### src/rtl/h2r_pkg.sv
// Shared constants, types and helpers for the HSV to RGB888 converter.
`default_nettype none

package h2r_pkg;

   // Field widths
   localparam int IN_W          = 16;
   localparam int OUT_W         = 8;
   localparam int FRACTION_BITS = 16;
   localparam int X_W           = FRACTION_BITS + 1;

   // Factor and product widths
   localparam int K_W = 32;
   localparam int N_W = K_W + IN_W;

   // Pipeline depth: three factor stages, six channel stages
   localparam int FACTOR_STAGES = 3;
   localparam int CHAN_STAGES   = 6;
   localparam int LATENCY       = FACTOR_STAGES + CHAN_STAGES;

   // Full-scale factor, 65535 * 65536
   localparam logic [K_W-1:0] K_ONE = 32'hFFFF_0000;

   // Divisor used in the two constant divisions
   localparam logic [17:0] DIV_ONE = 18'd65535;
   localparam logic [17:0] DIV_TWO = 18'd131070;

   // Hue sectors
   typedef enum logic [2:0] {
      SECT_RED_YEL  = 3'd0,
      SECT_YEL_GRN  = 3'd1,
      SECT_GRN_CYN  = 3'd2,
      SECT_CYN_BLU  = 3'd3,
      SECT_BLU_MAG  = 3'd4,
      SECT_MAG_RED  = 3'd5
   } sector_type;

   // Word from the factor stages to the channel stages
   typedef struct packed {
      logic            valid;
      logic [IN_W-1:0] v;
      logic [K_W-1:0]  kr;
      logic [K_W-1:0]  kg;
      logic [K_W-1:0]  kb;
   } h2r_fac_type;

   // Quotient correction for a residue below 3 * 65535 divided by 65535
   function automatic logic [1:0] div_corr(input logic [17:0] w);
      logic [1:0] c;
      c = 2'd0;
      if (w >= DIV_TWO) begin
         c = 2'd2;
      end else if (w >= DIV_ONE) begin
         c = 2'd1;
      end
      return c;
   endfunction

endpackage

`default_nettype wire

### src/rtl/h2r_chan.sv
// One color channel: scale by V, divide by 65535 twice, quantize to eight bits.
`default_nettype none

module h2r_chan
   import h2r_pkg::*;
(
   input  wire logic             clock,
   input  wire logic [IN_W-1:0]  v,
   input  wire logic [K_W-1:0]   k,
   output wire logic [OUT_W-1:0] level
);

   // Stage 4: channel numerator V*K
   logic [N_W-1:0] n_ff;

   always_ff @(posedge clock) begin
      n_ff <= N_W'(v) * N_W'(k);
   end

   // Stage 5: fold n = hi*65536 + lo into hi + lo
   logic [K_W-1:0] hi_ff;
   logic [32:0]    a_ff;

   always_ff @(posedge clock) begin
      hi_ff <= n_ff[47:16];
      a_ff  <= 33'(n_ff[47:16]) + 33'(n_ff[15:0]);
   end

   // Stage 6: fold the residue once more
   logic [K_W-1:0] hpa_ff;
   logic [17:0]    w_ff;

   always_ff @(posedge clock) begin
      hpa_ff <= hi_ff + 32'(a_ff[32:16]);
      w_ff   <= 18'(a_ff[32:16]) + 18'(a_ff[15:0]);
   end

   // Stage 7: first quotient, floor(n / 65535)
   logic [K_W-1:0] q1_ff;

   always_ff @(posedge clock) begin
      q1_ff <= hpa_ff + 32'(div_corr(w_ff));
   end

   // Stage 8: fold the first quotient
   logic [15:0] hi2_ff;
   logic [16:0] a2_ff;

   always_ff @(posedge clock) begin
      hi2_ff <= q1_ff[31:16];
      a2_ff  <= 17'(q1_ff[31:16]) + 17'(q1_ff[15:0]);
   end

   // Stage 9: channel fraction X, then floor(X * 255.999 / 65536) = (X-1) >> 8
   logic [X_W-1:0]   x;
   logic [X_W-1:0]   xm1;
   logic [OUT_W-1:0] level_in;
   logic [OUT_W-1:0] level_ff;

   assign x        = 17'(hi2_ff) + 17'(div_corr(18'(a2_ff)));
   assign xm1      = x - 17'd1;
   assign level_in = (x == '0) ? '0 : xm1[15:8];

   always_ff @(posedge clock) begin
      level_ff <= level_in;
   end

   assign level = level_ff;

endmodule

`default_nettype wire

### config.mk
export PLATFORM = sky130hd
export DESIGN_NAME = h2r_chan
export DESIGN_NICKNAME = d
export VERILOG_FILES = /design/src/rtl/h2r_pkg.sv /design/src/rtl/h2r_chan.sv
export SDC_FILE = /design/constraint.sdc
export NUM_CORES = 2
export LEC_CHECK = 0
export ABC_CLOCK_PERIOD_IN_PS = 10870
export BUFFER_PORTS_ARGS = -buffer_cell sky130_fd_sc_hd__buf_2
export CAP_MARGIN = 20
export CORE_MARGIN = 5
export CORE_UTILIZATION = 40
export DETAILED_ROUTE_END_ITERATION = 8
export PLACE_DENSITY_LB_ADDON = 0.25
export SYNTH_ARGS = -nofsm -noshare
export SYNTH_HDL_FRONTEND = slang
export SYNTH_SLANG_ARGS = --single-unit
### constraint.sdc
create_clock -name clock -period 10.87 [get_ports clock]
set_clock_uncertainty 0.15 [all_clocks]
set_input_delay 1.6305 -clock clock [delete_from_list [all_inputs] [get_ports clock]]
set_output_delay 1.6305 -clock clock [all_outputs]
set_load 0.02 [all_outputs]
==> impl_metrics.csv <==
group,metric,value,unit
run_status,status,"finished, final reports clean",
sta,hold_viol,0,
die,initial_core_util,0.403,
logic_synthesis,synth_warnings,0,
clock_tree,ctsHoldBuffers,0,
global_routing,grt.overflow.total,0,
clock_tree,clock_latency,0.52,ns
worst_setup_path,critPathArrivalTime,8.07,ns
detailed_routing,antenna_left,0,
logic_synthesis,synth_top_area_frac,0.327,
global_routing,antenna_found_initial,2,
placement,dpl.hpwl,49500,microns
sta,tns,0,ns
logic_synthesis,ys_seq_area_frac,0.182,
detailed_routing,wl_per_cell,16.8,microns
worst_setup_path,cp-start-kind,"primary input",
final_layout,final_cell_area,27700,sq um
logic_synthesis,netlist_area,25900,sq um
clock_tree,postCtsSetupBuffers,0,
detailed_routing,drt-initial-drc-count,934,
sta,post-route-period-util,0.719,
logic_synthesis,avgSynthCellArea,9.10,sq um
final_layout,drive_gt1_frac,0.0455,
detailed_routing,first_pass_iters,7,
detailed_routing,vias_per_cell,5.15,
logic_synthesis,synth_ff_type,"dfxtp_1",
clock_tree,tritoncts,"built",
global_routing,grt_pass1_vias,21000,
die,die_w,265,microns
detailed_routing,post-route-drc-count,0,
placement,dp_cells,3646,
logic_synthesis,async_reset_ff_frac,0,
sta,slew_headroom,0.363,
logic_synthesis,ys_types,76,
sta,grt_setup_unrepaired,"no",
sta,min_period,7.82,ns
logic_synthesis,yosys_register_bits,236,
final_layout,final_common_cell,"inv_1",
clock_tree,cts_resized,0,
die,dieHeight,265,microns
logic_synthesis,syn-instance-count,2849,
placement,routabilityCongestion,0.858,
job,cap_violations,0,
sta,final-setup-viol-count,0,
logic_synthesis,synth_area_leaders,"fa_1, dfxtp_1, ha_1",
clock_tree,cts_root_buf,"clkbuf_16",
die,dieArea,70000,sq um
die,core,64300,sq um
worst_hold_path,min_path_type,"reg2reg",
final_layout,register_area,4720,sq um
clock_tree,cts_buffer_depth,3,
sta,maxSlewViolCount,0,
final_layout,finalNetCount,3480,
die,num_rows,93,
global_routing,grt_usage,0.180,
logic_synthesis,synth-edff-count,0,
clock_tree,h-tree-depth,1,
final_layout,nFillCells,6333,
placement,placed_area,26800,sq um
detailed_routing,wl,61900,microns
placement,numPortBuffers,56,
worst_setup_path,cp_max_fo,32,
logic_synthesis,syn-num-nets,3511,
global_routing,grt_pass1_wl,105000,microns
clock_tree,clk_pin_slew_worst_paths,0.06,ns
final_layout,antennaDiodeCount,0,
worst_setup_path,worstPathRequired,11.12,ns
sta,worstMarginPinSlew,0.956,ns
final_layout,multi_input_area,19000,sq um
sta,fmax,0.128,GHz
logic_synthesis,synth_area_leader_cell,"fa_1",
final_layout,most-common-layout-cells,"inv_1, fa_1, nand2_1",
worst_setup_path,cp-end-kind,"flip-flop",
final_layout,area_growth,6.81,%
clock_tree,cts_buffers,25,
clock_tree,cts.sinks,236,
worst_setup_path,worstSetupPathType,"in2reg",
detailed_routing,vias,19000,
global_routing,grt_max_degree,33,
die,pin_count,57,
final_layout,finalNonFillerCells,3691,
-- worst max-delay path, stage by stage --
cell	delay, ns
buf_2	0.61
nand2_1	0.19
fa_1	0.60
inv_1	0.06
fa_1	0.52
fa_1	0.46
fa_1	0.52
fa_1	0.55
inv_1	0.05
fa_1	0.53
inv_1	0.04
ha_1	0.38
nand2_1	0.16
nor4_1	0.59
and3_1	0.24
a222oi_1	0.13
a21oi_1	0.44
a21oi_1	0.18
xnor2_1	0.15
-- metal layers --
metal,GRT usage,vias to the layer above,part of all wire,wire (microns)
li1,-,8913,-,-
met1,0.236,9548,0.44,27400
met3,0.0164,119,0.039,2390
met4,0.0425,0,0.023,1390
met5,0,-,0,0
met2,0.322,414,0.50,30700
-- area by class of cell --
class | count | area share
clock buffer | 33 | 0.0258
clock inverter | 12 | 0.00479
inverter | 472 | 0.0640
multi-input combinational | 2027 | 0.686
sequential | 236 | 0.171
tap | 855 | 0.0386
timing repair buffer | 56 | 0.0101
-- metrics by stage --
step	hold slack [ns]	util	worst slack, ns
floorplan	0.184	-	3.52
global placement	0.208	0.417	2.65
detailed placement	0.198	0.417	2.58
CTS	0.210	0.430	3.10
global route	0.222	0.430	2.66
finish	0.213	0.430	3.05
-- worst paths after layout --
path,startpoint,to,slack (ns),depth (start not counted)
max,v[9],n_ff[46],3.05,19
min reg2reg,n_ff[16],hi_ff[0],0.21,0
max reg2reg,a2_ff[3],level[6],7.03,12
min,n_ff[16],hi_ff[0],0.21,0
-- logic make-up after synthesis --
logic type / synth area share
compound gates: 0.0908
xor+xnor: 0.0486
fa+ha+maj: 0.419
buf+inv: 0.0850
flops: 0.182
mux: 0.00236
simple gates: 0.172
-- flip-flops by register name, summed over array words and instances (netlist names) --
register and cells:
level 8, a2_ff 17, q1_ff 32, hpa_ff 32
n_ff 48, a_ff 33, hi_ff 32, w_ff 18
hi2_ff 16
-- Yosys cell counts, types with 7 or more instances --
master / number
a21o_1: 40
o21ai_0: 62
nor2_1: 87
dfxtp_1: 236
fa_1: 424
nand2b_1: 15
a31oi_1: 18
and2_1: 222
nor4_1: 13
and3_1: 27
nor3_1: 32
nand3_1: 43
ha_1: 189
nor2b_1: 9
a21oi_1: 105
xnor2_1: 88
a311o_1: 8
o21a_1: 19
nand2_1: 393
inv_1: 472
nand4_1: 31
o21bai_1: 16
clkbuf_1: 110
xor2_1: 56
a211oi_1: 13
a41oi_1: 7
o211ai_1: 9
Power is left out: the tool's default activity adds up to more than one toggle a clock period on the data nets, which glitch-free logic cannot reach.
