==> config.mk <==
export PLATFORM = sky130hd
export DESIGN_NAME = h2r_factor
export DESIGN_NICKNAME = d
export VERILOG_FILES = /design/src/rtl/h2r_pkg.sv /design/src/rtl/h2r_factor.sv
export SDC_FILE = /design/constraint.sdc
export NUM_CORES = 1
export LEC_CHECK = 0
export BUFFER_PORTS_ARGS = -buffer_cell sky130_fd_sc_hd__buf_2
export CAP_MARGIN = 25
export CORE_UTILIZATION = 45
export DETAILED_ROUTE_END_ITERATION = 10
export GPL_ROUTABILITY_DRIVEN = 0
export HOLD_SLACK_MARGIN = 0.05
export PLACE_DENSITY = 0.69
export SYNTH_ARGS = -nofsm -noshare
export SYNTH_HDL_FRONTEND = slang
export SYNTH_SLANG_ARGS = --single-unit
==> constraint.sdc <==
create_clock -name clock -period 8.2 [get_ports clock]
set_input_delay 2.05 -clock clock [delete_from_list [all_inputs] [get_ports clock]]
set_output_delay 2.05 -clock clock [all_outputs]
set_load 0.01 [all_outputs]
==> src/rtl/h2r_pkg.sv <==
// Shared constants, types and helpers for the HSV to RGB888 converter.
`default_nettype none

package h2r_pkg;

   // Field widths
   localparam int IN_W          = 16;
   localparam int OUT_W         = 8;
   localparam int FRACTION_BITS = 16;
   localparam int X_W           = FRACTION_BITS + 1;

   // Factor and product widths
   localparam int K_W = 32;
   localparam int N_W = K_W + IN_W;

   // Pipeline depth: three factor stages, six channel stages
   localparam int FACTOR_STAGES = 3;
   localparam int CHAN_STAGES   = 6;
   localparam int LATENCY       = FACTOR_STAGES + CHAN_STAGES;

   // Full-scale factor, 65535 * 65536
   localparam logic [K_W-1:0] K_ONE = 32'hFFFF_0000;

   // Divisor used in the two constant divisions
   localparam logic [17:0] DIV_ONE = 18'd65535;
   localparam logic [17:0] DIV_TWO = 18'd131070;

   // Hue sectors
   typedef enum logic [2:0] {
      SECT_RED_YEL  = 3'd0,
      SECT_YEL_GRN  = 3'd1,
      SECT_GRN_CYN  = 3'd2,
      SECT_CYN_BLU  = 3'd3,
      SECT_BLU_MAG  = 3'd4,
      SECT_MAG_RED  = 3'd5
   } sector_type;

   // Word from the factor stages to the channel stages
   typedef struct packed {
      logic            valid;
      logic [IN_W-1:0] v;
      logic [K_W-1:0]  kr;
      logic [K_W-1:0]  kg;
      logic [K_W-1:0]  kb;
   } h2r_fac_type;

   // Quotient correction for a residue below 3 * 65535 divided by 65535
   function automatic logic [1:0] div_corr(input logic [17:0] w);
      logic [1:0] c;
      c = 2'd0;
      if (w >= DIV_TWO) begin
         c = 2'd2;
      end else if (w >= DIV_ONE) begin
         c = 2'd1;
      end
      return c;
   endfunction

endpackage

`default_nettype wire

==> src/rtl/h2r_factor.sv <==
// Sector split and p/q/t factor selection: three pipeline stages.
`default_nettype none

module h2r_factor
   import h2r_pkg::*;
(
   input  wire logic            clock,
   input  wire logic            reset,
   input  wire logic            in_valid,
   input  wire logic [IN_W-1:0] hue,
   input  wire logic [IN_W-1:0] saturation,
   input  wire logic [IN_W-1:0] brightness,
   output h2r_fac_type          fac_out
);

   // Stage 1: hue times six, split into sector and fraction
   logic [18:0]     h6;
   logic [2:0]      s1_sector_in;
   logic [IN_W-1:0] s1_f_in;
   logic            s1_valid_ff;
   logic [2:0]      s1_sector_ff;
   logic [IN_W-1:0] s1_f_ff;
   logic [IN_W-1:0] s1_s_ff;
   logic [IN_W-1:0] s1_v_ff;

   assign h6           = 19'({hue, 2'b00}) + 19'({hue, 1'b0});
   assign s1_sector_in = h6[18:16];
   assign s1_f_in      = h6[15:0];

   always_ff @(posedge clock) begin
      if (reset) begin
         s1_valid_ff <= 1'b0;
      end else begin
         s1_valid_ff <= in_valid;
      end
   end

   always_ff @(posedge clock) begin
      s1_sector_ff <= s1_sector_in;
      s1_f_ff      <= s1_f_in;
      s1_s_ff      <= saturation;
      s1_v_ff      <= brightness;
   end

   // Stage 2: f*S and (1-f)*S
   logic [16:0]     g;
   logic [K_W-1:0]  fs_in;
   logic [K_W-1:0]  gs_in;
   logic            s2_valid_ff;
   logic [2:0]      s2_sector_ff;
   logic [IN_W-1:0] s2_s_ff;
   logic [IN_W-1:0] s2_v_ff;
   logic [K_W-1:0]  s2_fs_ff;
   logic [K_W-1:0]  s2_gs_ff;

   assign g     = 17'h1_0000 - {1'b0, s1_f_ff};
   assign gs_in = 32'(g) * 32'(s1_s_ff);
   assign fs_in = 32'(s1_f_ff) * 32'(s1_s_ff);

   always_ff @(posedge clock) begin
      if (reset) begin
         s2_valid_ff <= 1'b0;
      end else begin
         s2_valid_ff <= s1_valid_ff;
      end
   end

   always_ff @(posedge clock) begin
      s2_sector_ff <= s1_sector_ff;
      s2_s_ff      <= s1_s_ff;
      s2_v_ff      <= s1_v_ff;
      s2_fs_ff     <= fs_in;
      s2_gs_ff     <= gs_in;
   end

   // Stage 3: form p, q, t and put them in the sector's channel order
   logic [K_W-1:0] kp;
   logic [K_W-1:0] kq;
   logic [K_W-1:0] kt;
   h2r_fac_type    fac_in;
   h2r_fac_type    fac_ff;

   assign kp = {16'hFFFF - s2_s_ff, 16'h0000};
   assign kq = K_ONE - s2_fs_ff;
   assign kt = K_ONE - s2_gs_ff;

   always_comb begin
      fac_in.valid = s2_valid_ff;
      fac_in.v     = s2_v_ff;
      case (sector_type'(s2_sector_ff))
         SECT_RED_YEL: begin
            fac_in.kr = K_ONE; fac_in.kg = kt;    fac_in.kb = kp;
         end
         SECT_YEL_GRN: begin
            fac_in.kr = kq;    fac_in.kg = K_ONE; fac_in.kb = kp;
         end
         SECT_GRN_CYN: begin
            fac_in.kr = kp;    fac_in.kg = K_ONE; fac_in.kb = kt;
         end
         SECT_CYN_BLU: begin
            fac_in.kr = kp;    fac_in.kg = kq;    fac_in.kb = K_ONE;
         end
         SECT_BLU_MAG: begin
            fac_in.kr = kt;    fac_in.kg = kp;    fac_in.kb = K_ONE;
         end
         default: begin
            fac_in.kr = K_ONE; fac_in.kg = kp;    fac_in.kb = kq;
         end
      endcase
   end

   // Hold the factor word; only its valid bit is reset
   always_ff @(posedge clock) begin
      if (reset) begin
         fac_ff.valid <= 1'b0;
      end else begin
         fac_ff.valid <= fac_in.valid;
      end
      fac_ff.v  <= fac_in.v;
      fac_ff.kr <= fac_in.kr;
      fac_ff.kg <= fac_in.kg;
      fac_ff.kb <= fac_in.kb;
   end

   assign fac_out = fac_ff;

endmodule

`default_nettype wire

==> impl_results.md, run 1 <==
- Run status: completed
- Maximum net fanout on the critical path: 20
- Worst setup EP type: flip-flop
- Number of global-route vias before repair: 20190
- Unrepaired setup endpoints after global routing: false
- Fill cell instance count of the final layout: 5060
- Wire length reported by the detailed router: 65.56 mm
- Number of DRC markers in iteration 0: 1527
- Data arrival at the endpoint of the critical path: 7.95 ns
- Min-delay src: s2_v_ff[2]
- #FFs+latches synth: 258
- Share of post-route cells with drive strength above 1: 10.02%
- Final hold violation count: 0
- Initial antenna violation count: 1
- Average via count per standard cell: 5.345
- Setup Buffers After CTS: 0
- # IOs: 164
- Flop2flop setup slack: 0.68 ns
- Clk pin slew, worst setup/hold paths: 0.07 ns
- Wire per inst: 18.06 um
- Sequential cell area: 5170 um2
- GRT Overall Usage: 23.16%
- Area contributors post-synth: sky130_fd_sc_hd__fa_1 30%, sky130_fd_sc_hd__dfxtp_1 20%, sky130_fd_sc_hd__ha_1 11%
- Worst min-delay path endpoint: fac_out[98]
- Total number of yosys warnings: 0
- Crit path time final: 7.523 ns
- Highest-count cells in the layout ignoring fill and taps: 472 x sky130_fd_sc_hd__inv_1, 374 x sky130_fd_sc_hd__fa_1, 365 x sky130_fd_sc_hd__nand2_1
- Post-synthesis instance area: 25330 um2
- Initial standard-cell utilization of the core: 45.80%
- Required time at the endpoint of the critical path: 8.62 ns
- Total gr overflow: 0
- Share of synthesized flip-flops with an asynchronous set or reset: 0%
- Period utilisation layout: 91.75%
- Critical R2R Launch: s1_f_ff[3]
- Largest area contributor in the netlist: sky130_fd_sc_hd__fa_1
- Number of nets in the layout: 3512
- CTS buffer count: 27
- Setup clock skew after layout: 0.01628 ns
- Launching element type of the critical path: flip-flop
- Die Span Y: 239.3 um
- Cells after Synth: 2758
- CTS tree: yes
- Number of antenna cells inserted: 0
- Class of the most critical hold timing path: flip-flop to flip-flop
- CTS-repair resized insts: 0
- Die W: 239.3 um
- Vias: 19410
- Number of enable-type register cells in the synthesized netlist: 0
- Number of nets with antenna violations after detailed routing: 0
- Source-to-sink clock delay at the later pin of the worst-skew pair: 0.55 ns
- Sequential share of the synthesized area: 20.39%
- Area enclosed by the die boundary: 57240 um2
- CTS Hold Buffers Added: 0
- Number of iterations in the first detailed-routing pass: 7
- Core area: 55310 um2
- Std-Cell Rows: 86
- Setup tns final: 0 ns
- Pin count of the biggest net entering global routing: 75
- Most used flip-flop cell after synthesis: sky130_fd_sc_hd__dfxtp_1
- Slew margin rel.: 20.18%
- Clock sink count: 258
- Clock Root Buffer: sky130_fd_sc_hd__clkbuf_16
- Max-slew violations: 0
- Cell depth of the worst min-delay path: 0
- Master of the slowest instance on the critical path: sky130_fd_sc_hd__o41ai_1
- Layout area overhead: 10.48%
- Per-instance average area after synthesis: 9.184 um2
- Number of distinct library cells after synthesis: 77
- Worst Reg-to-Reg Cells: 25
- Most common cell after layout, fill and taps aside: sky130_fd_sc_hd__inv_1
- Slew at the pin closest to its max-slew limit: 1.182 ns
- Number of buffers on the longest clock path: 3
- Global-route wire length before repair: 105.1 mm
- Sum of net half-perimeters after detailed placement: 52.67 mm
- # setup viols final: 0
- Area share of the largest cell type after synthesis: 29.56%
- Area of combinational cells with multiple inputs: 17870 um2
- Number of design rule violations left after detail routing: 0
- Path type of the worst setup path: flip-flop to flip-flop
- R2R Path End: s2_gs_ff[31]
- Highest attainable clock frequency: 132.9 MHz
- H-tree lvl count: 1
- Delay of the slowest critical-path stage: 0.62 ns
- Most repeated library cell on the critical path: sky130_fd_sc_hd__fa_1
- Buffers added on ports: 160
- Max-capacitance violation count: 0
## logic make-up after synthesis
group | count (synthesis) | synth area share (%)
AOI/OAI and AO/OA | 326 | 8.951
xor gates and xnor gates | 130 | 4.525
adders and majority gates | 597 | 40.57
buffers and inverters | 610 | 9.143
DFF | 258 | 20.39
muxes | 14 | 0.5532
other | 1 | 0.01480
and+or+nand+nor | 822 | 15.85
## critical path, delay by kind of cell (launching register included)
family,cells,cell delay (ns)
adder cells (fa/ha/maj),7,3.32
flip-flops,1,0.53
XOR/XNOR,1,0.17
AND/OR/NAND/NOR,9,1.82
buffers and inverters,5,0.44
AO/OA/AOI/OAI,3,1.11
## sequential cells by signal (all words and copies together), names as in the netlist
| name | flops |
|---|---|
| fac_out | 110 |
| s1_f_ff | 15 |
| s1_s_ff | 16 |
| s1_sector_ff | 3 |
| s1_v_ff | 16 |
| s1_valid_ff | 1 |
| s2_fs_ff | 30 |
| s2_gs_ff | 31 |
| s2_s_ff | 16 |
| s2_sector_ff | 3 |
| s2_v_ff | 16 |
| s2_valid_ff | 1 |
## synth_stat cells, types with 6 or more instances
library cell                instances
sky130_fd_sc_hd__nand2b_1           8
sky130_fd_sc_hd__a21oi_1           70
sky130_fd_sc_hd__a31oi_1            8
sky130_fd_sc_hd__nand3_1           34
sky130_fd_sc_hd__nor2b_1           13
sky130_fd_sc_hd__o21a_1             6
sky130_fd_sc_hd__and3_1             9
sky130_fd_sc_hd__mux2i_1           14
sky130_fd_sc_hd__o21ai_1           17
sky130_fd_sc_hd__a22o_1            30
sky130_fd_sc_hd__a211oi_1          13
sky130_fd_sc_hd__inv_1            472
sky130_fd_sc_hd__dfxtp_1          258
sky130_fd_sc_hd__a2bb2oi_1         14
sky130_fd_sc_hd__buf_2              6
sky130_fd_sc_hd__clkbuf_1         118
sky130_fd_sc_hd__buf_1             10
sky130_fd_sc_hd__xnor2_1           83
sky130_fd_sc_hd__a22oi_1           30
sky130_fd_sc_hd__o21ai_0           50
sky130_fd_sc_hd__nand2_1          365
sky130_fd_sc_hd__and2_1           207
sky130_fd_sc_hd__xor2_1            46
sky130_fd_sc_hd__nor4_1             7
sky130_fd_sc_hd__nand4_1            8
sky130_fd_sc_hd__a222oi_1          18
sky130_fd_sc_hd__o21bai_1          12
sky130_fd_sc_hd__ha_1             223
sky130_fd_sc_hd__nor3_1            24
sky130_fd_sc_hd__nand3b_1           7
sky130_fd_sc_hd__nor2_1           105
sky130_fd_sc_hd__a21o_1            16
sky130_fd_sc_hd__fa_1             374
sky130_fd_sc_hd__or3_1              7
## final cells by class
cell class	count	share of cell area, %
clock buffers	32	2.589
clock inverters	16	0.9613
inverters	472	6.331
multi-input cells	1892	63.85
flip-flops and latches	258	18.48
well taps	748	3.345
repair buffers	213	4.453
## layer usage
layer | GRT usage (%) | vias to the layer above | share of wire (%)
met1 | 28.73 | 9538 | 40
met2 | 40.20 | 845 | 48
met3 | 4.011 | 173 | 8.2
met4 | 8.528 | 0 | 3.5
met5 | 0 | - | 0
li1 | - | 8853 | -
## per-stage QoR
step / instances / util, % / hold WS, ns / cell area [um2] / setup slack, ns
global placement: 3577 / 48.63 / 0.3103 / 26900 / 0.9483
floorplan: 2760 / - / 0.3096 / 25340 / 1.145
detailed placement: 3580 / 48.69 / 0.3121 / 26930 / 0.7231
global route: 3631 / 50.60 / 0.3294 / 27980 / 0.1309
finish: 3631 / 50.60 / 0.3259 / 27980 / 0.6767
CTS: 3628 / 50.48 / 0.3251 / 27920 / 0.7053
## worst max path at each step
| stage | start | endpoint | slack (ns) | depth (start not counted) |
|---|---|---|---|---|
| finish | s1_f_ff[3] | s2_gs_ff[31] | 0.68 | 25 |
| global route | s1_f_ff[3] | s2_gs_ff[31] | 0.13 | 24 |
| global placement | s1_f_ff[3] | s2_gs_ff[31] | 0.95 | 25 |
| floorplan | s1_f_ff[2] | s2_gs_ff[31] | 1.15 | 28 |
| CTS | s1_f_ff[3] | s2_gs_ff[31] | 0.71 | 25 |
| detailed placement | s1_f_ff[3] | s2_gs_ff[31] | 0.72 | 25 |
Power of run 1 is not shown: default switching activity piles up to over one toggle a cycle in this logic, so the estimate is an artifact.
==> run 2, diff against run 1 <==
ABC_AREA = 1   (was not set)
==> run 2 against run 1 <==
Sequential share of layout area shrank 0.77 points. Fmax grew 7.1%. Critical path depth grew 4.
==> impl_results.md, run 2 <==
- Run status: completed
- Max-slew violations: 0
- Sequential share of the synthesized area: 19.28%
- Highest attainable clock frequency: 142.3 MHz
- #FFs+latches synth: 258
- Number of global-route vias before repair: 22350
- Data arrival at the endpoint of the critical path: 7.47 ns
- Source-to-sink clock delay at the later pin of the worst-skew pair: 0.56 ns
- Number of antenna cells inserted: 0
- Number of distinct library cells after synthesis: 49
- Setup tns final: 0 ns
- Average via count per standard cell: 5.167
- Most common cell after layout, fill and taps aside: sky130_fd_sc_hd__nand2_1
- Crit path time final: 7.027 ns
- Share of post-route cells with drive strength above 1: 8.324%
- Buffers added on ports: 160
- Final design area excluding fillers: 29190 um2
- Placement Cell Area: 28280 um2
- Per-instance average area after synthesis: 7.727 um2
- Std-Cell Rows: 89
- Required time at the endpoint of the critical path: 8.64 ns
- Most used flip-flop cell after synthesis: sky130_fd_sc_hd__dfxtp_1
- Setup clock skew after layout: 0.01506 ns
- Sum of net half-perimeters after detailed placement: 61.21 mm
- Number of design rule violations left after detail routing: 0
- Total number of yosys warnings: 0
- Setup Buffers After CTS: 0
- Wire length reported by the detailed router: 75.35 mm
- Maximum net fanout on the critical path: 17
- Clock Root Buffer: sky130_fd_sc_hd__clkbuf_16
- Initial antenna violation count: 0
- Gate family responsible for the most delay along the worst path: adder cells
- Dominant combinational cell family by area after synthesis: adder cells
- Wire per inst: 17.26 um
- Share of synthesized area spent on multiplexers: 0%
- Area enclosed by the die boundary: 60510 um2
- Largest area contributor in the netlist: sky130_fd_sc_hd__fa_1
- Most used standard cell by instance count after synthesis: sky130_fd_sc_hd__nand2_1
- Number of nets in the layout: 4221
- Die W: 246.0 um
- Slew at the pin closest to its max-slew limit: 1.045 ns
- Pin count of the biggest net entering global routing: 32
- Cells after Synth: 3467
- Worst setup EP type: flip-flop
- Highest-count cells in the layout ignoring fill and taps: 831 x sky130_fd_sc_hd__nand2_1, 750 x sky130_fd_sc_hd__inv_1, 374 x sky130_fd_sc_hd__fa_1
- Number of buffers on the longest clock path: 3
- Max-capacitance violation count: 0
- Initial standard-cell utilization of the core: 45.48%
- H-tree lvl count: 1
- Master of the slowest instance on the critical path: sky130_fd_sc_hd__dfxtp_1
- GRT Overall Usage: 25.12%
- Post-route worst hold slack: 0.3248 ns
- Adder-cell share of the synthesized area: 38.36%
- Share of synthesized flip-flops with an asynchronous set or reset: 0%
- Launching element type of the critical path: flip-flop
- Slew margin rel.: 30.25%
- Total gr overflow: 0
- Area share of the largest cell type after synthesis: 27.95%
- Vias: 22550
- Total buffers and inverters traversed by the critical path: 7
- Post-synthesis instance area: 26790 um2
- Class of the most critical hold timing path: flip-flop to flip-flop
- Clock sink count: 258
- CTS Hold Buffers Added: 0
- Core area: 58910 um2
- # IOs: 164
- Path type of the worst setup path: flip-flop to flip-flop
- Global-route wire length before repair: 119.2 mm
- Post-synthesis share of cell area spent on and, or, nand and nor gates: 21.76%
- Die Span Y: 246.0 um
- CTS buffer count: 26
- Delay of the slowest critical-path stage: 0.76 ns
- Compound-cell area share of the yosys netlist: 5.184%
- Area contributors post-synth: sky130_fd_sc_hd__fa_1 28%, sky130_fd_sc_hd__dfxtp_1 19%, sky130_fd_sc_hd__nand2_1 12%
- CTS-repair resized insts: 0
- Number of DRC markers in iteration 0: 1771
- Unrepaired setup endpoints after global routing: false
- Post-Synth XOR/XNOR Area: 2.812%
- Number of nets with antenna violations after detailed routing: 0
- Clk pin slew, worst setup/hold paths: 0.07 ns
- CTS tree: yes
- Final hold violation count: 0
- Number of enable-type register cells in the synthesized netlist: 0
- Number of iterations in the first detailed-routing pass: 6
- Number of flip-flops under the largest register name: 110
- # setup viols final: 0
- Synth top cells by count: 831 x sky130_fd_sc_hd__nand2_1, 750 x sky130_fd_sc_hd__inv_1, 374 x sky130_fd_sc_hd__fa_1
- Period utilisation layout: 85.69%
- Layout area overhead: 8.977%
-- run 2: cell count changes after synthesis, sizes merged, moves of 69 or more --
| cell | delta |
|---|---|
| nand2 | +481 |
| nand3 | +138 |
| nor2 | +191 |
| inv | +297 |
| xnor2 | -69 |
| and2 | -203 |
-- run 2: cell type report --
| class | count | area [um2] |
|---|---|---|
| Fill cell | 5709 | 29710 |
| Sequential cell | 258 | 5167 |
| Inverter | 776 | 2922 |
| Timing Repair Buffer | 182 | 973.4 |
| Tap cell | 773 | 967.2 |
| Multi-Input combinational cell | 2329 | 18260 |
| Clock buffer | 35 | 765.7 |
| Clock inverter | 12 | 137.6 |
-- run 2: metrics by stage --
stage | util (%) | worst slack, ns | instances
finish | 49.56 | 1.173 | 4365
global route | 49.56 | 0.7116 | 4365
global placement | 48.00 | 1.359 | 4317
CTS | 49.53 | 1.240 | 4364
detailed placement | 48.00 | 1.218 | 4317
floorplan | - | 2.259 | 3469
-- run 2: logic make-up after synthesis --
logic type	count (synthesis)
AND/OR/NAND/NOR	1393
buffers and inverters	882
adder cells (fa/ha/maj)	597
flip-flops	258
AO/OA/AOI/OAI	250
XOR/XNOR	86
other	1
-- run 2: path summary, 6_finish.rpt --
check               from           end  slack (ns)  depth (start not counted)
min          s2_v_ff[14]  fac_out[110]        0.32                          0
min reg2reg  s2_v_ff[14]  fac_out[110]        0.32                          0
max reg2reg   s1_f_ff[2]  s2_gs_ff[24]        1.17                         29
max           s1_f_ff[2]  s2_gs_ff[24]        1.17                         29
-- run 2: routing by layer --
layer	wire length, um	up-vias	GRT usage (%)
met3	6402	224	3.617
met2	33940	1111	40.94
met1	30960	10620	32.52
met4	4041	0	12.42
li1	-	10600	-
met5	0	-	0
Power of run 2 is left out for the same reason.
==> run 3, diff against run 2 <==
ABC_AREA = not set   (was 1)
SETUP_SLACK_MARGIN = 0.5   (was not set)
clock period = 6.96 ns   (was 8.2 ns; I/O delays follow)
==> run 3 against run 2 <==
Critical path depth decreased by 6. Global-route usage fell by 1.9 points. Routed wire length shrank 12%. Via count shrank 14%. Critical endpoint is now s2_gs_ff[30]. Largest cell class unchanged.
==> impl_results.md, run 3 (same netlist as run 1, synthesis figures left out) <==
- Run status: completed
- CTS buffer count: 25
- Number of nets with antenna violations after detailed routing: 0
- # setup viols final: 0
- Launching element type of the critical path: flip-flop
- Share of the core filled with cells: 52.07%
- Required time at the endpoint of the critical path: 7.43 ns
- Number of flip-flops under the largest register name: 110
- Slew margin rel.: 21.55%
- Pin count of the biggest net entering global routing: 75
- GRT Overall Usage: 23.19%
- Number of nets in the layout: 3550
- Gate family responsible for the most delay along the worst path: adder cells
- # IOs: 164
- Delay of the slowest critical-path stage: 0.59 ns
- Most common cell after layout, fill and taps aside: sky130_fd_sc_hd__inv_1
- Average via count per standard cell: 5.313
- Layout area overhead: 13.70%
- Std-Cell Rows: 86
- Share of post-route cells with drive strength above 1: 13.98%
- Post-route worst hold slack: 0.3286 ns
- Critical R2R Launch: s1_f_ff[8]
- Highest attainable clock frequency: 150.1 MHz
- Source-to-sink clock delay at the later pin of the worst-skew pair: 0.56 ns
- Slew at the pin closest to its max-slew limit: 1.172 ns
- Number of DRC markers in iteration 0: 1337
- Die Span Y: 239.3 um
- Area enclosed by the die boundary: 57240 um2
- Setup clock skew after layout: 0.02851 ns
- Total buffers and inverters traversed by the critical path: 4
- Number of iterations in the first detailed-routing pass: 9
- Total gr overflow: 0
- Number of design rule violations left after detail routing: 0
- Initial standard-cell utilization of the core: 45.80%
- Min-delay src: s1_v_ff[3]
- Path type of the worst setup path: flip-flop to flip-flop
- Clk pin slew, worst setup/hold paths: 0.07 ns
- Setup tns final: 0 ns
- Global-route wire length before repair: 105.2 mm
- Fill cell instance count of the final layout: 4988
- Unrepaired setup endpoints after global routing: true
- Die W: 239.3 um
- CTS Hold Buffers Added: 0
- Buffers added on ports: 160
- Sum of net half-perimeters after detailed placement: 52.99 mm
- CTS tree: yes
- Clock sink count: 258
- Crit path time final: 6.664 ns
- Max-slew violations: 0
- Initial antenna violation count: 2
- Core area: 55310 um2
- Highest-count cells in the layout ignoring fill and taps: 468 x sky130_fd_sc_hd__inv_1, 370 x sky130_fd_sc_hd__fa_1, 361 x sky130_fd_sc_hd__nand2_1
- Worst setup EP type: flip-flop
- Number of global-route vias before repair: 20220
- Placed Cells incl. Taps: 3596
- Data arrival at the endpoint of the critical path: 7.13 ns
- Class of the most critical hold timing path: flip-flop to flip-flop
- Vias: 19490
- H-tree lvl count: 1
- Max-capacitance violation count: 0
- CP Launch Point: s1_f_ff[8]
- Wire length reported by the detailed router: 66.26 mm
- Wire per inst: 18.06 um
- Maximum net fanout on the critical path: 8
- Number of buffers on the longest clock path: 3
- Critical Path, Cell by Cell: or4_4 > nor4_4 > xnor2_4 > and2_4 > fa_1 > inv_2 > fa_2 > inv_2 > fa_1 > fa_2 > fa_1 > inv_2 > fa_1 > inv_2 > ha_4 > and3_4 > a22o_1 > a21bo_4 > a21oi_4 > o31a_1 > o211ai_1 > a21oi_1 > xnor2_1
- Period utilisation layout: 95.75%
- Master of the slowest instance on the critical path: sky130_fd_sc_hd__or4_4
- Clock Root Buffer: sky130_fd_sc_hd__clkbuf_16
- Layout Cells excl Fill: 3668
- Final hold violation count: 0
-- run 3: cell count changes in the layout (fill, tap and decap cells not counted), sizes merged, moves of 71 or more --
cell,previous run,this run
nand3,172,34
and2,4,207
inv,769,478
buf,182,253
nand2,846,365
nor2,298,107
-- run 3: final cells by class --
type                       count  area [um2]  area share, %
inverter                     472        1772          6.152
clock buffer                  32       691.9          2.402
clock inverter                12       137.6         0.4779
timing repair buffer         253        1612          5.596
multi-input combinational   1892       18450          64.08
tap                          748       935.9          3.250
antenna                        1       2.502       0.008689
sequential                   258        5195          18.04
-- run 3: timing repair --
action	in CTS	in global routing
endpoints found under the setup margin	16	26
setup buffers	7	16
resized for setup	32	74
pin swaps	7	34
-- run 3: path summary, 6_finish.rpt --
path | endpoint | slack (ns) | depth (start not counted)
setup reg to reg | s2_gs_ff[30] | 0.30 | 23
hold / removal | s2_v_ff[3] | 0.33 | 0
setup / recovery | s2_gs_ff[30] | 0.30 | 23
hold reg to reg | s2_v_ff[3] | 0.33 | 0
-- run 3: metrics by stage --
stage	instance area [um2]	setup WS, ns
after floorplan	25640	0.5038
after global placement	27260	0.2768
after detailed placement	27280	0.1557
after CTS	28340	0.3657
after global routing	28800	0.1301
final	28800	0.2956
-- run 3: worst reg2reg max path, delay by kind of cell, from the launching register on --
kind | cells | cell delay, ns
fa+ha+maj | 7 | 3.28
simple gates | 4 | 1.30
compound gates | 6 | 1.21
flops | 1 | 0.32
xor+xnor | 2 | 0.32
buf+inv | 4 | 0.18
-- run 3: layer usage --
layer  track usage (%)  wire [um]  vias to the layer above
li1                  -          -                     8927
met1             28.51      26320                     9605
met2             40.17      31890                      807
met3             4.472       5644                      145
met4             8.586       2373                        4
met5                 0         25                        -
Power of run 3 is left out for the same reason.
